$ cat config.mk
export PLATFORM = sky130hd
export DESIGN_NAME = dashed_line_rasterizer_core
export DESIGN_NICKNAME = d
export VERILOG_FILES = /design/src/rtl/core/dlr_pkg.sv /design/src/rtl/core/dlr_setup.sv /design/src/rtl/core/dlr_walk.sv /design/src/rtl/core/dlr_out_buf.sv /design/src/rtl/core/dashed_line_rasterizer_core.sv
export SDC_FILE = /design/constraint.sdc
export NUM_CORES = 1
export LEC_CHECK = 0
export BUFFER_PORTS_ARGS = -buffer_cell sky130_fd_sc_hd__buf_2
export CAP_MARGIN = 5
export CORE_AREA = 4 4 150 152
export CTS_CLUSTER_SIZE = 10
export DETAILED_ROUTE_END_ITERATION = 6
export DIE_AREA = 0 0 154 156
export GPL_TIMING_DRIVEN = 0
export PLACE_DENSITY_LB_ADDON = 0.25
export SETUP_SLACK_MARGIN = 0.1
export SLEW_MARGIN = 30
export SYNTH_ARGS = -nofsm -noshare
export SYNTH_HDL_FRONTEND = slang
export SYNTH_SLANG_ARGS = --single-unit
$ cat constraint.sdc
create_clock -name clock -period 8.6 [get_ports clock]
set_input_delay 1.72 -clock clock [delete_from_list [all_inputs] [get_ports clock]]
set_output_delay 1.72 -clock clock [all_outputs]
set_load 0.005 [all_outputs]
$ cat src/rtl/core/dlr_pkg.sv
`timescale 1ns / 1ps

package dlr_pkg;

   localparam int COORD_BITS = 12;
   // The decision term reaches twice the larger delta in magnitude.
   localparam int DEC_BITS   = COORD_BITS + 3;
   localparam int COUNT_BITS = COORD_BITS + 1;
   localparam int DASH_BITS  = 8;

   localparam logic [DASH_BITS-1:0] DASH_RESET = DASH_BITS'(5);

   localparam logic OP_START = 1'b0;
   localparam logic OP_STEP  = 1'b1;

   typedef struct packed {
      logic                          operation;
      logic signed [COORD_BITS-1:0] x_start;
      logic signed [COORD_BITS-1:0] y_start;
      logic signed [COORD_BITS-1:0] x_end;
      logic signed [COORD_BITS-1:0] y_end;
   } req_type;

   typedef struct packed {
      logic signed [COORD_BITS-1:0] pixel_x;
      logic signed [COORD_BITS-1:0] pixel_y;
      logic                          visible;
      logic                          last;
   } rsp_type;

   typedef struct packed {
      logic [COORD_BITS-1:0] cur_x;
      logic [COORD_BITS-1:0] cur_y;
      logic [DEC_BITS-1:0]   decision;
      logic [COORD_BITS-1:0] delta_x;
      logic [COORD_BITS-1:0] delta_y;
      logic                  step_x_negative;
      logic                  step_y_negative;
      logic                  x_major;
      logic [COUNT_BITS-1:0] pixels_left;
      logic [DASH_BITS-1:0]  dash_count;
      logic                  dash_off;
      logic                  line_active;
   } line_state_type;

endpackage

$ cat src/rtl/core/dlr_setup.sv
`timescale 1ns / 1ps

module dlr_setup (
   input  dlr_pkg::req_type        req,
   output dlr_pkg::line_state_type state
);

   logic [dlr_pkg::COORD_BITS:0]   diff_x;
   logic [dlr_pkg::COORD_BITS:0]   diff_y;
   logic [dlr_pkg::COORD_BITS:0]   abs_x;
   logic [dlr_pkg::COORD_BITS:0]   abs_y;
   logic [dlr_pkg::COORD_BITS-1:0] d_maj;
   logic [dlr_pkg::COORD_BITS-1:0] d_min;
   logic                            x_major;

   always_comb begin
      diff_x = {req.x_end[dlr_pkg::COORD_BITS-1], req.x_end}
             - {req.x_start[dlr_pkg::COORD_BITS-1], req.x_start};
      diff_y = {req.y_end[dlr_pkg::COORD_BITS-1], req.y_end}
             - {req.y_start[dlr_pkg::COORD_BITS-1], req.y_start};
      abs_x = diff_x[dlr_pkg::COORD_BITS] ? -diff_x : diff_x;
      abs_y = diff_y[dlr_pkg::COORD_BITS] ? -diff_y : diff_y;
      // Equal deltas step along y.
      x_major = abs_x[dlr_pkg::COORD_BITS-1:0] > abs_y[dlr_pkg::COORD_BITS-1:0];
      d_maj = x_major ? abs_x[dlr_pkg::COORD_BITS-1:0] : abs_y[dlr_pkg::COORD_BITS-1:0];
      d_min = x_major ? abs_y[dlr_pkg::COORD_BITS-1:0] : abs_x[dlr_pkg::COORD_BITS-1:0];

      state.cur_x           = req.x_start;
      state.cur_y           = req.y_start;
      state.decision        = {2'b00, d_min, 1'b0} - {3'b000, d_maj};
      state.delta_x         = abs_x[dlr_pkg::COORD_BITS-1:0];
      state.delta_y         = abs_y[dlr_pkg::COORD_BITS-1:0];
      state.step_x_negative = diff_x[dlr_pkg::COORD_BITS];
      state.step_y_negative = diff_y[dlr_pkg::COORD_BITS];
      state.x_major         = x_major;
      state.pixels_left     = {1'b0, d_maj} + dlr_pkg::COUNT_BITS'(1);
      state.dash_count      = '0;
      state.dash_off        = 1'b0;
      state.line_active     = 1'b1;
   end

endmodule

$ cat src/rtl/core/dlr_walk.sv
`timescale 1ns / 1ps

module dlr_walk (
   input  dlr_pkg::line_state_type       state,
   input  logic [dlr_pkg::DASH_BITS-1:0] dash_length,
   output dlr_pkg::line_state_type       state_next,
   output dlr_pkg::rsp_type              pixel
);

   logic [dlr_pkg::COORD_BITS-1:0] d_maj;
   logic [dlr_pkg::COORD_BITS-1:0] d_min;
   logic [dlr_pkg::COORD_BITS-1:0] inc_x;
   logic [dlr_pkg::COORD_BITS-1:0] inc_y;
   logic [dlr_pkg::DEC_BITS-1:0]   twice_min;
   logic [dlr_pkg::DEC_BITS-1:0]   twice_maj;
   logic [dlr_pkg::DASH_BITS-1:0]  run_len;
   logic [dlr_pkg::DASH_BITS-1:0]  count_inc;
   logic                            dec_neg;
   logic                            move_x;
   logic                            move_y;
   logic                            run_end;
   logic                            is_last;

   always_comb begin
      d_maj     = state.x_major ? state.delta_x : state.delta_y;
      d_min     = state.x_major ? state.delta_y : state.delta_x;
      twice_min = {2'b00, d_min, 1'b0};
      twice_maj = {2'b00, d_maj, 1'b0};
      dec_neg   = state.decision[dlr_pkg::DEC_BITS-1];
      // The major axis always moves; the minor one only on a non-negative term.
      move_x    = state.x_major | ~dec_neg;
      move_y    = ~state.x_major | ~dec_neg;
      inc_x     = state.step_x_negative ? '1 : dlr_pkg::COORD_BITS'(1);
      inc_y     = state.step_y_negative ? '1 : dlr_pkg::COORD_BITS'(1);
      run_len   = (dash_length == '0) ? dlr_pkg::DASH_BITS'(1) : dash_length;
      count_inc = state.dash_count + dlr_pkg::DASH_BITS'(1);
      run_end   = (count_inc >= run_len) || (count_inc == '0);
      is_last   = (state.pixels_left[dlr_pkg::COUNT_BITS-1:1] == '0);

      state_next          = state;
      state_next.cur_x    = move_x ? state.cur_x + inc_x : state.cur_x;
      state_next.cur_y    = move_y ? state.cur_y + inc_y : state.cur_y;
      state_next.decision = dec_neg ? state.decision + twice_min
                                    : state.decision + twice_min - twice_maj;
      state_next.dash_count  = run_end ? '0 : count_inc;
      state_next.dash_off    = run_end ? ~state.dash_off : state.dash_off;
      state_next.pixels_left = is_last ? '0
                             : state.pixels_left - dlr_pkg::COUNT_BITS'(1);
      state_next.line_active = ~is_last;

      pixel.pixel_x = state.cur_x;
      pixel.pixel_y = state.cur_y;
      pixel.visible = ~state.dash_off;
      pixel.last    = is_last;
   end

endmodule

$ cat src/rtl/core/dlr_out_buf.sv
`timescale 1ns / 1ps

module dlr_out_buf (
   input  logic             clock,
   input  logic             reset,
   input  logic             push,
   input  dlr_pkg::rsp_type push_data,
   output logic             full,
   output logic             rsp_valid,
   input  logic             rsp_stall,
   output dlr_pkg::rsp_type rsp_payload
);

   logic             out_valid_ff, out_valid_in;
   logic             skid_valid_ff, skid_valid_in;
   dlr_pkg::rsp_type out_data_ff, out_data_in;
   dlr_pkg::rsp_type skid_data_ff, skid_data_in;
   logic             take;

   // The skid entry fills only while the output beat is held, so a push never
   // arrives while it is occupied.
   always_comb begin
      take          = out_valid_ff & ~rsp_stall;
      out_valid_in  = out_valid_ff;
      out_data_in   = out_data_ff;
      skid_valid_in = skid_valid_ff;
      skid_data_in  = skid_data_ff;
      if (!out_valid_ff || take) begin
         out_valid_in  = skid_valid_ff | push;
         out_data_in   = skid_valid_ff ? skid_data_ff : push_data;
         skid_valid_in = 1'b0;
      end else if (push) begin
         skid_valid_in = 1'b1;
         skid_data_in  = push_data;
      end
   end

   always_ff @(posedge clock) begin
      if (reset) begin
         out_valid_ff  <= 1'b0;
         skid_valid_ff <= 1'b0;
      end else begin
         out_valid_ff  <= out_valid_in;
         skid_valid_ff <= skid_valid_in;
      end
   end

   always_ff @(posedge clock) begin
      out_data_ff  <= out_data_in;
      skid_data_ff <= skid_data_in;
   end

   assign full        = skid_valid_ff;
   assign rsp_valid   = out_valid_ff;
   assign rsp_payload = out_data_ff;

endmodule

$ cat src/rtl/core/dashed_line_rasterizer_core.sv
`timescale 1ns / 1ps
// Channel   Direction  Handshake                     Payload
// req       in         req_valid / req_stall         dlr_pkg::req_type
// rsp       out        rsp_valid / rsp_stall         dlr_pkg::rsp_type
// csr       in         csr_write_enable (no wait)    csr_write_data, dash length
//
// One input beat is taken every cycle while req_stall is low; a step on an
// active line produces its pixel on rsp, and a start produces nothing.
// Synchronous reset returns the block to idle with a dash length of five.
// An output register plus one skid entry absorb rsp_stall; req_stall rises
// only when both are occupied.

module dashed_line_rasterizer_core (
   input  logic                          clock,
   input  logic                          reset,
   input  logic                          req_valid,
   output logic                          req_stall,
   input  dlr_pkg::req_type              req_payload,
   output logic                          rsp_valid,
   input  logic                          rsp_stall,
   output dlr_pkg::rsp_type              rsp_payload,
   input  logic                          csr_write_enable,
   input  logic [dlr_pkg::DASH_BITS-1:0] csr_write_data
);

   logic [dlr_pkg::DASH_BITS-1:0] dash_length_ff;
   dlr_pkg::line_state_type       state_ff, state_in;
   dlr_pkg::line_state_type       start_state;
   dlr_pkg::line_state_type       walk_state;
   dlr_pkg::rsp_type              walk_pixel;
   logic                          accept;
   logic                          push;
   logic                          buf_full;

   dlr_setup u_setup (
      .req   (req_payload),
      .state (start_state)
   );

   dlr_walk u_walk (
      .state       (state_ff),
      .dash_length (dash_length_ff),
      .state_next  (walk_state),
      .pixel       (walk_pixel)
   );

   dlr_out_buf u_out_buf (
      .clock       (clock),
      .reset       (reset),
      .push        (push),
      .push_data   (walk_pixel),
      .full        (buf_full),
      .rsp_valid   (rsp_valid),
      .rsp_stall   (rsp_stall),
      .rsp_payload (rsp_payload)
   );

   assign req_stall = buf_full;
   assign accept    = req_valid & ~buf_full;
   assign push      = accept & (req_payload.operation == dlr_pkg::OP_STEP)
                    & state_ff.line_active;

   always_comb begin
      state_in = state_ff;
      if (accept) begin
         if (req_payload.operation == dlr_pkg::OP_START) begin
            state_in = start_state;
         end else if (state_ff.line_active) begin
            state_in = walk_state;
         end
      end
   end

   always_ff @(posedge clock) begin
      if (reset) begin
         state_ff       <= '0;
         dash_length_ff <= dlr_pkg::DASH_RESET;
      end else begin
         state_ff <= state_in;
         if (csr_write_enable) begin
            dash_length_ff <= csr_write_data;
         end
      end
   end

endmodule

[Word-level counts from Yosys, hierarchy flattened]
Index checks and enable logic that the tools add are counted.
Widths: inputs -> output; s select.
Word-level totals
  input bits: 62
  output and inout bits: 28
  bits in registers: 151
  word-level logic and storage cells: 87
Operators by class
  equality and inequality tests: 4
  bitwise logic cells: 15
  mux-type cells: 18
  magnitude comparators: 2
  reduce and logical (&&, ||, !) cells: 13
  add/sub/neg operators: 12
Operator list (number)
  $mux 89: 2
  $mux 12: 10
  $mux 26: 1
  $sub 12x12->13: 2
  $add 12x12->12: 2
  $neg 12->12: 2
  $logic_not 8->1: 2
  $mux 8: 2
  $add 15x13->15: 1
  $mux 15: 1
  $sub 15x13->15: 1
  $sub 13x12->14: 1
  $add 12x1->13 const B: 1
  $mux 13: 1
  $sub 13x1->13 const B: 1
  $gt 12x12->1: 1
  $logic_not 12->1: 1
  $reduce_and 3->1: 3
  $add 8x1->8 const B: 1
  $ge 8x8->1: 1
  $ne 2x1->1 const B: 4
  $not 1->1: 8
  $reduce_and 2->1: 3
  $and 1x1->1: 4
  5 further kinds: 8

[Longest topological paths before layout]
  depth in word-level cells: 7
  mapped depth: 36
  depth with buffers taken out: 31

[By module]
A second synthesis with hierarchy kept.
Unflattened totals
  cell total of the unflattened synthesis: 1617
  area, all modules: 13714.4 um^2
By module, submodules not included
  dashed_line_rasterizer_core: area each 4130.2 um^2, cells each 439, sequential area each 1941.9 um^2, times used 1
  dlr_setup: area each 3848.7 um^2, cells each 560, sequential area each 0.0 um^2, times used 1
  dlr_walk: area each 3694.8 um^2, cells each 530, sequential area each 0.0 um^2, times used 1
  dlr_out_buf: area each 2040.7 um^2, cells each 88, sequential area each 1601.5 um^2, times used 1

[Worst setup path before layout]
No wires, ideal clock.
  path type: input port to flip-flop
  start point: input port req_payload[0] (netlist name)
  end point: register state_ff[60] (netlist name)
  arrival: 7.972 ns
  buffers on the path: 1
  path slack: 0.569 ns
  stages: 30
  library setup time: 0.059 ns
  required time: 8.541 ns
  cells stage by stage: inv_1 ha_1 fa_1 and2b_1 o31a_1 mux2i_1 a2111o_1 or3b_4 nor3_1 a21oi_1 xnor2_1 ha_1 nand3_1 nor3_1 nand2_1 mux2i_2 nor2_8 buf_4 inv_1 nor2_1 a21oi_1 inv_1 fa_1 inv_1 a21oi_1 or3_1 a311o_1 a21o_1 a2111oi_2 o31a_1
On the way
  word-level cells in the longest chain between the ends: 7
  elaborated cells on any way between the ends: 8
  classes of those cells: 3 x add/sub; 1 x order compare; 4 x mux
Ends and longest elaborated chain
  start, declared: line dashed_line_rasterizer_core.sv:18  | input dlr_pkg::req_type req_payload,
  $sub 12x12->13 *: line dlr_setup.sv:20  | - {req.y_start[dlr_pkg::COORD_BITS-1], req.y_start};
  $neg 12->12: line dlr_setup.sv:22  | abs_y = diff_y[dlr_pkg::COORD_BITS] ? -diff_y : diff_y;
  $mux 12 *: line dlr_setup.sv:22
  $gt 12x12->1: line dlr_setup.sv:24  | x_major = abs_x[dlr_pkg::COORD_BITS-1:0] > abs_y[dlr_pkg::COORD_BITS-1:0];
  $mux 12 (on tied branches): line dlr_setup.sv:26, dlr_setup.sv:25
  $sub 13x12->14 *: line dlr_setup.sv:30  | state.decision = {2'b00, d_min, 1'b0} - {3'b000, d_maj};
  $mux 89 *: line dashed_line_rasterizer_core.sv:66  | if (req_payload.operation == dlr_pkg::OP_START) begin
  end signal, assigned: line dashed_line_rasterizer_core.sv:79  | state_ff <= state_in;
  end, declared: line dashed_line_rasterizer_core.sv:27  | dlr_pkg::line_state_type state_ff, state_in;
Every way passes the cells marked *; elsewhere a longest branch is shown, timed or not.
A chain may end at the register's enable or synchronous reset.

[Worst setup path in the final report]
  start point: input port req_payload[24] (netlist name)
  end point: register state_ff[60] (netlist name)
Same word-level chain as after synthesis.

==> impl_metrics.ini <==
[outcome]
status = finished, final reports clean

[die]
design.core.area_um2 = 21000
start_util_pct = 54.9
ios = 90
die_y_um = 156
dieArea_um2 = 24000
row_count = 53
dieWidth_um = 154

[placement]
gp_congestion = 0.962
portBuffers = 88
dpl.hpwl_um = 26000
placed_area_um2 = 12400

[synth]
synth_cells = 1356
synth.top_cell.area_share_pct = 17.0
seq_area_frac_synth_pct = 30.5
synthFlopType = dfxtp_1
synth_edf_count = 52
yosys_warnings = 0
yosysMostFrequentCell = nor2_1
synth_nets = 1527
netlist_top_cells_area = dfxtp_1 17%, edfxtp_1 14%, ha_1 11%
synth_top_cells_by_count = 154 x nor2_1, 112 x a21oi_1, 102 x ha_1
synth_top_area_cell = dfxtp_1
avgSynthCellArea_um2 = 8.51
synth.distinct_cells = 79
syn_area_um2 = 11500
synth-seq-cells = 150
synthArstFlopShare_pct = 0

[worst_setup_path]
crit_path_max_incr_delay_ns = 0.44
critPathSlowestCell = fa_1
cp.required_ns = 8.98
endpoint = state_ff[60]
reg2reg_depth = 24
r2r_end = state_ff[62]
startpoint_type = primary input
ff2ff_setup_slack_ns = 3.25
crit_path_end_kind = flip-flop
path_class = primary input to flip-flop
cp_data_arrival_time_ns = 8.60
crit_start = req_payload[24]
cp_max_fo = 10
timing.rr.start = state_ff[23]

[sta]
worst_slew_pin_slew_ns = 1.07
min_period_over_period_pct = 95.6
period_minus_slack_ns = 8.22
final_max_slew_viol_count = 0
fin_skew_ns = 0.0116
clock.fmax_mhz = 122
rsz0062_at_grt = no
relSlewSlack_pct = 28.5
finalSetupViolations = 0
hold_viol = 0

[cells_and_area]
layout.nets = 1645
syn2layout_area_growth_pct = 13.5
fill_cells = 1876
final_area_um2 = 13100
diodes = 0
drive_gt1_share_pct = 14.3

[clocking]
root_buffer = clkbuf_16
clock_sinks = 150
htreeDepth = 4
cts-hold-fix-buffers = 0
cts_tree = done
path_clk_slew_ns = 0.07
cts_buffers = 17
clock_path_buffers = 2
worstSkewPairLatency_ns = 0.44

[routing]
routed_wl_um = 34000
wl_per_cell_um = 19.3
final_antenna_net_count = 0
viasPerCell = 6.07
vias = 10700
drtIter0Drc = 902
drcViolationCount = 0
drt_first_pass_iters = 5

[global_route]
track_usage_pct = 28.0
overflow = 0
antenna_found_initial = 0
grt_pass1_wl_um = 53500
grt_pass1_vias = 10100
grt_max_degree = 30

[power]
power_mw = 4.02
power_density_nw_per_um2 = 307
vdd_drop_max_mv = 0.256
p_leak_nw = 5.58

[flow_run]
drv_cap = 0

[worst_hold_path]
hp-class = flip-flop to flip-flop
-- final cells by class --
| type | instances | area (um^2) | area share [%] |
|---|---|---|---|
| Multi-Input combinational cell | 1050 | 7530 | 57.5 |
| Sequential cell | 150 | 3520 | 26.9 |
| Timing Repair Buffer | 99 | 523 | 3.99 |
| Clock buffer | 17 | 425 | 3.25 |
| Inverter | 94 | 357 | 2.72 |
| Tap cell | 275 | 344 | 2.62 |
| Buffer | 62 | 265 | 2.02 |
| Clock inverter | 15 | 136 | 1.04 |
-- repair_timing --
item	4_1_cts	5_1_grt
pin swaps	0	7
cloned	0	0
setup endpoints to repair	6	10
setup buffers	0	8
gates resized for setup	6	19
-- cell usage in the layout (no fill, tap or decap), drive strengths merged, types with 52 or more instances in the layout --
master / instances
o21ai: 97
clkbuf: 63
buf: 115
xnor2: 74
ha: 102
dfxtp: 98
nand2: 70
a21oi: 113
inv: 101
edfxtp: 52
nor2: 156
-- cells by family (layout without fill, tap and decap cells) --
group / after synthesis / after routing / share of synthesized area, %
compound gates: 404 / 404 / 22.7
simple gates: 365 / 365 / 14.9
buf+inv: 156 / 287 / 5.23
flops: 150 / 150 / 30.5
fa+ha+maj: 109 / 109 / 12.3
xor+xnor: 103 / 103 / 7.98
mux: 69 / 69 / 6.44
-- stage by stage --
stage | instances | setup TNS (ns) | util, % | setup slack [ns] | hold WS (ns)
6_report | 1762 | 0 | 62.4 | 0.379 | 0.477
5_1_grt | 1762 | 0 | 62.4 | 0.126 | 0.508
4_1_cts | 1754 | 0 | 61.7 | 0.108 | 0.473
3_5_place_dp | 1722 | -3.74 | 58.8 | -0.600 | 0.464
3_3_place_gp | 1719 | -2.17 | 58.7 | -0.402 | 0.458
2_1_floorplan | 1356 | 0 | - | 0.569 | 0.442
-- power by group --
group	leakage [nW]	total (mW)	internal, mW	switching (mW)
Clock	0.274	0.724	0.382	0.342
Combinational	3.95	2.44	0.944	1.49
Sequential	1.35	0.859	0.804	0.0549
Total	5.58	4.02	2.13	1.89
-- how the worst min path moves through the flow --
stage / from / to / slack, ns / depth (start not counted)
after floorplan: state_ff[1] / u_out_buf.skid_data_ff[1] / 0.44 / 1
after global routing: state_ff[16] / state_ff[16] / 0.51 / 2
final: state_ff[46] / state_ff[46] / 0.48 / 2
after CTS: state_ff[46] / state_ff[46] / 0.47 / 2
after detailed placement: state_ff[46] / state_ff[46] / 0.46 / 2
after global placement: state_ff[46] / state_ff[46] / 0.46 / 2
-- layer usage --
metal	vias up	part of all wire [%]	global-route usage, %
li1	5154	-	-
met1	5129	45	38.0
met2	364	47	46.0
met3	49	6.1	4.66
met4	0	2.1	8.58
met5	-	0	0
-- critical path, delay by kind of cell --
| kind | cells | cell delay, ns |
|---|---|---|
| multiplexers | 1 | 0.11 |
| XOR/XNOR | 1 | 0.21 |
| buffers and inverters | 6 | 0.85 |
| AND/OR/NAND/NOR | 8 | 1.84 |
| adder cells (fa/ha/maj) | 4 | 1.41 |
| AO/OA/AOI/OAI | 10 | 2.46 |
-- state kept, by name (all words and copies together), names as in the netlist --
signal	cells
u_out_buf.rsp_valid	1
dash_length_ff	8
u_out_buf.rsp_payload	26
u_out_buf.skid_data_ff	26
u_out_buf.full	1
state_ff	88
Power figures use the tool's default switching activity.
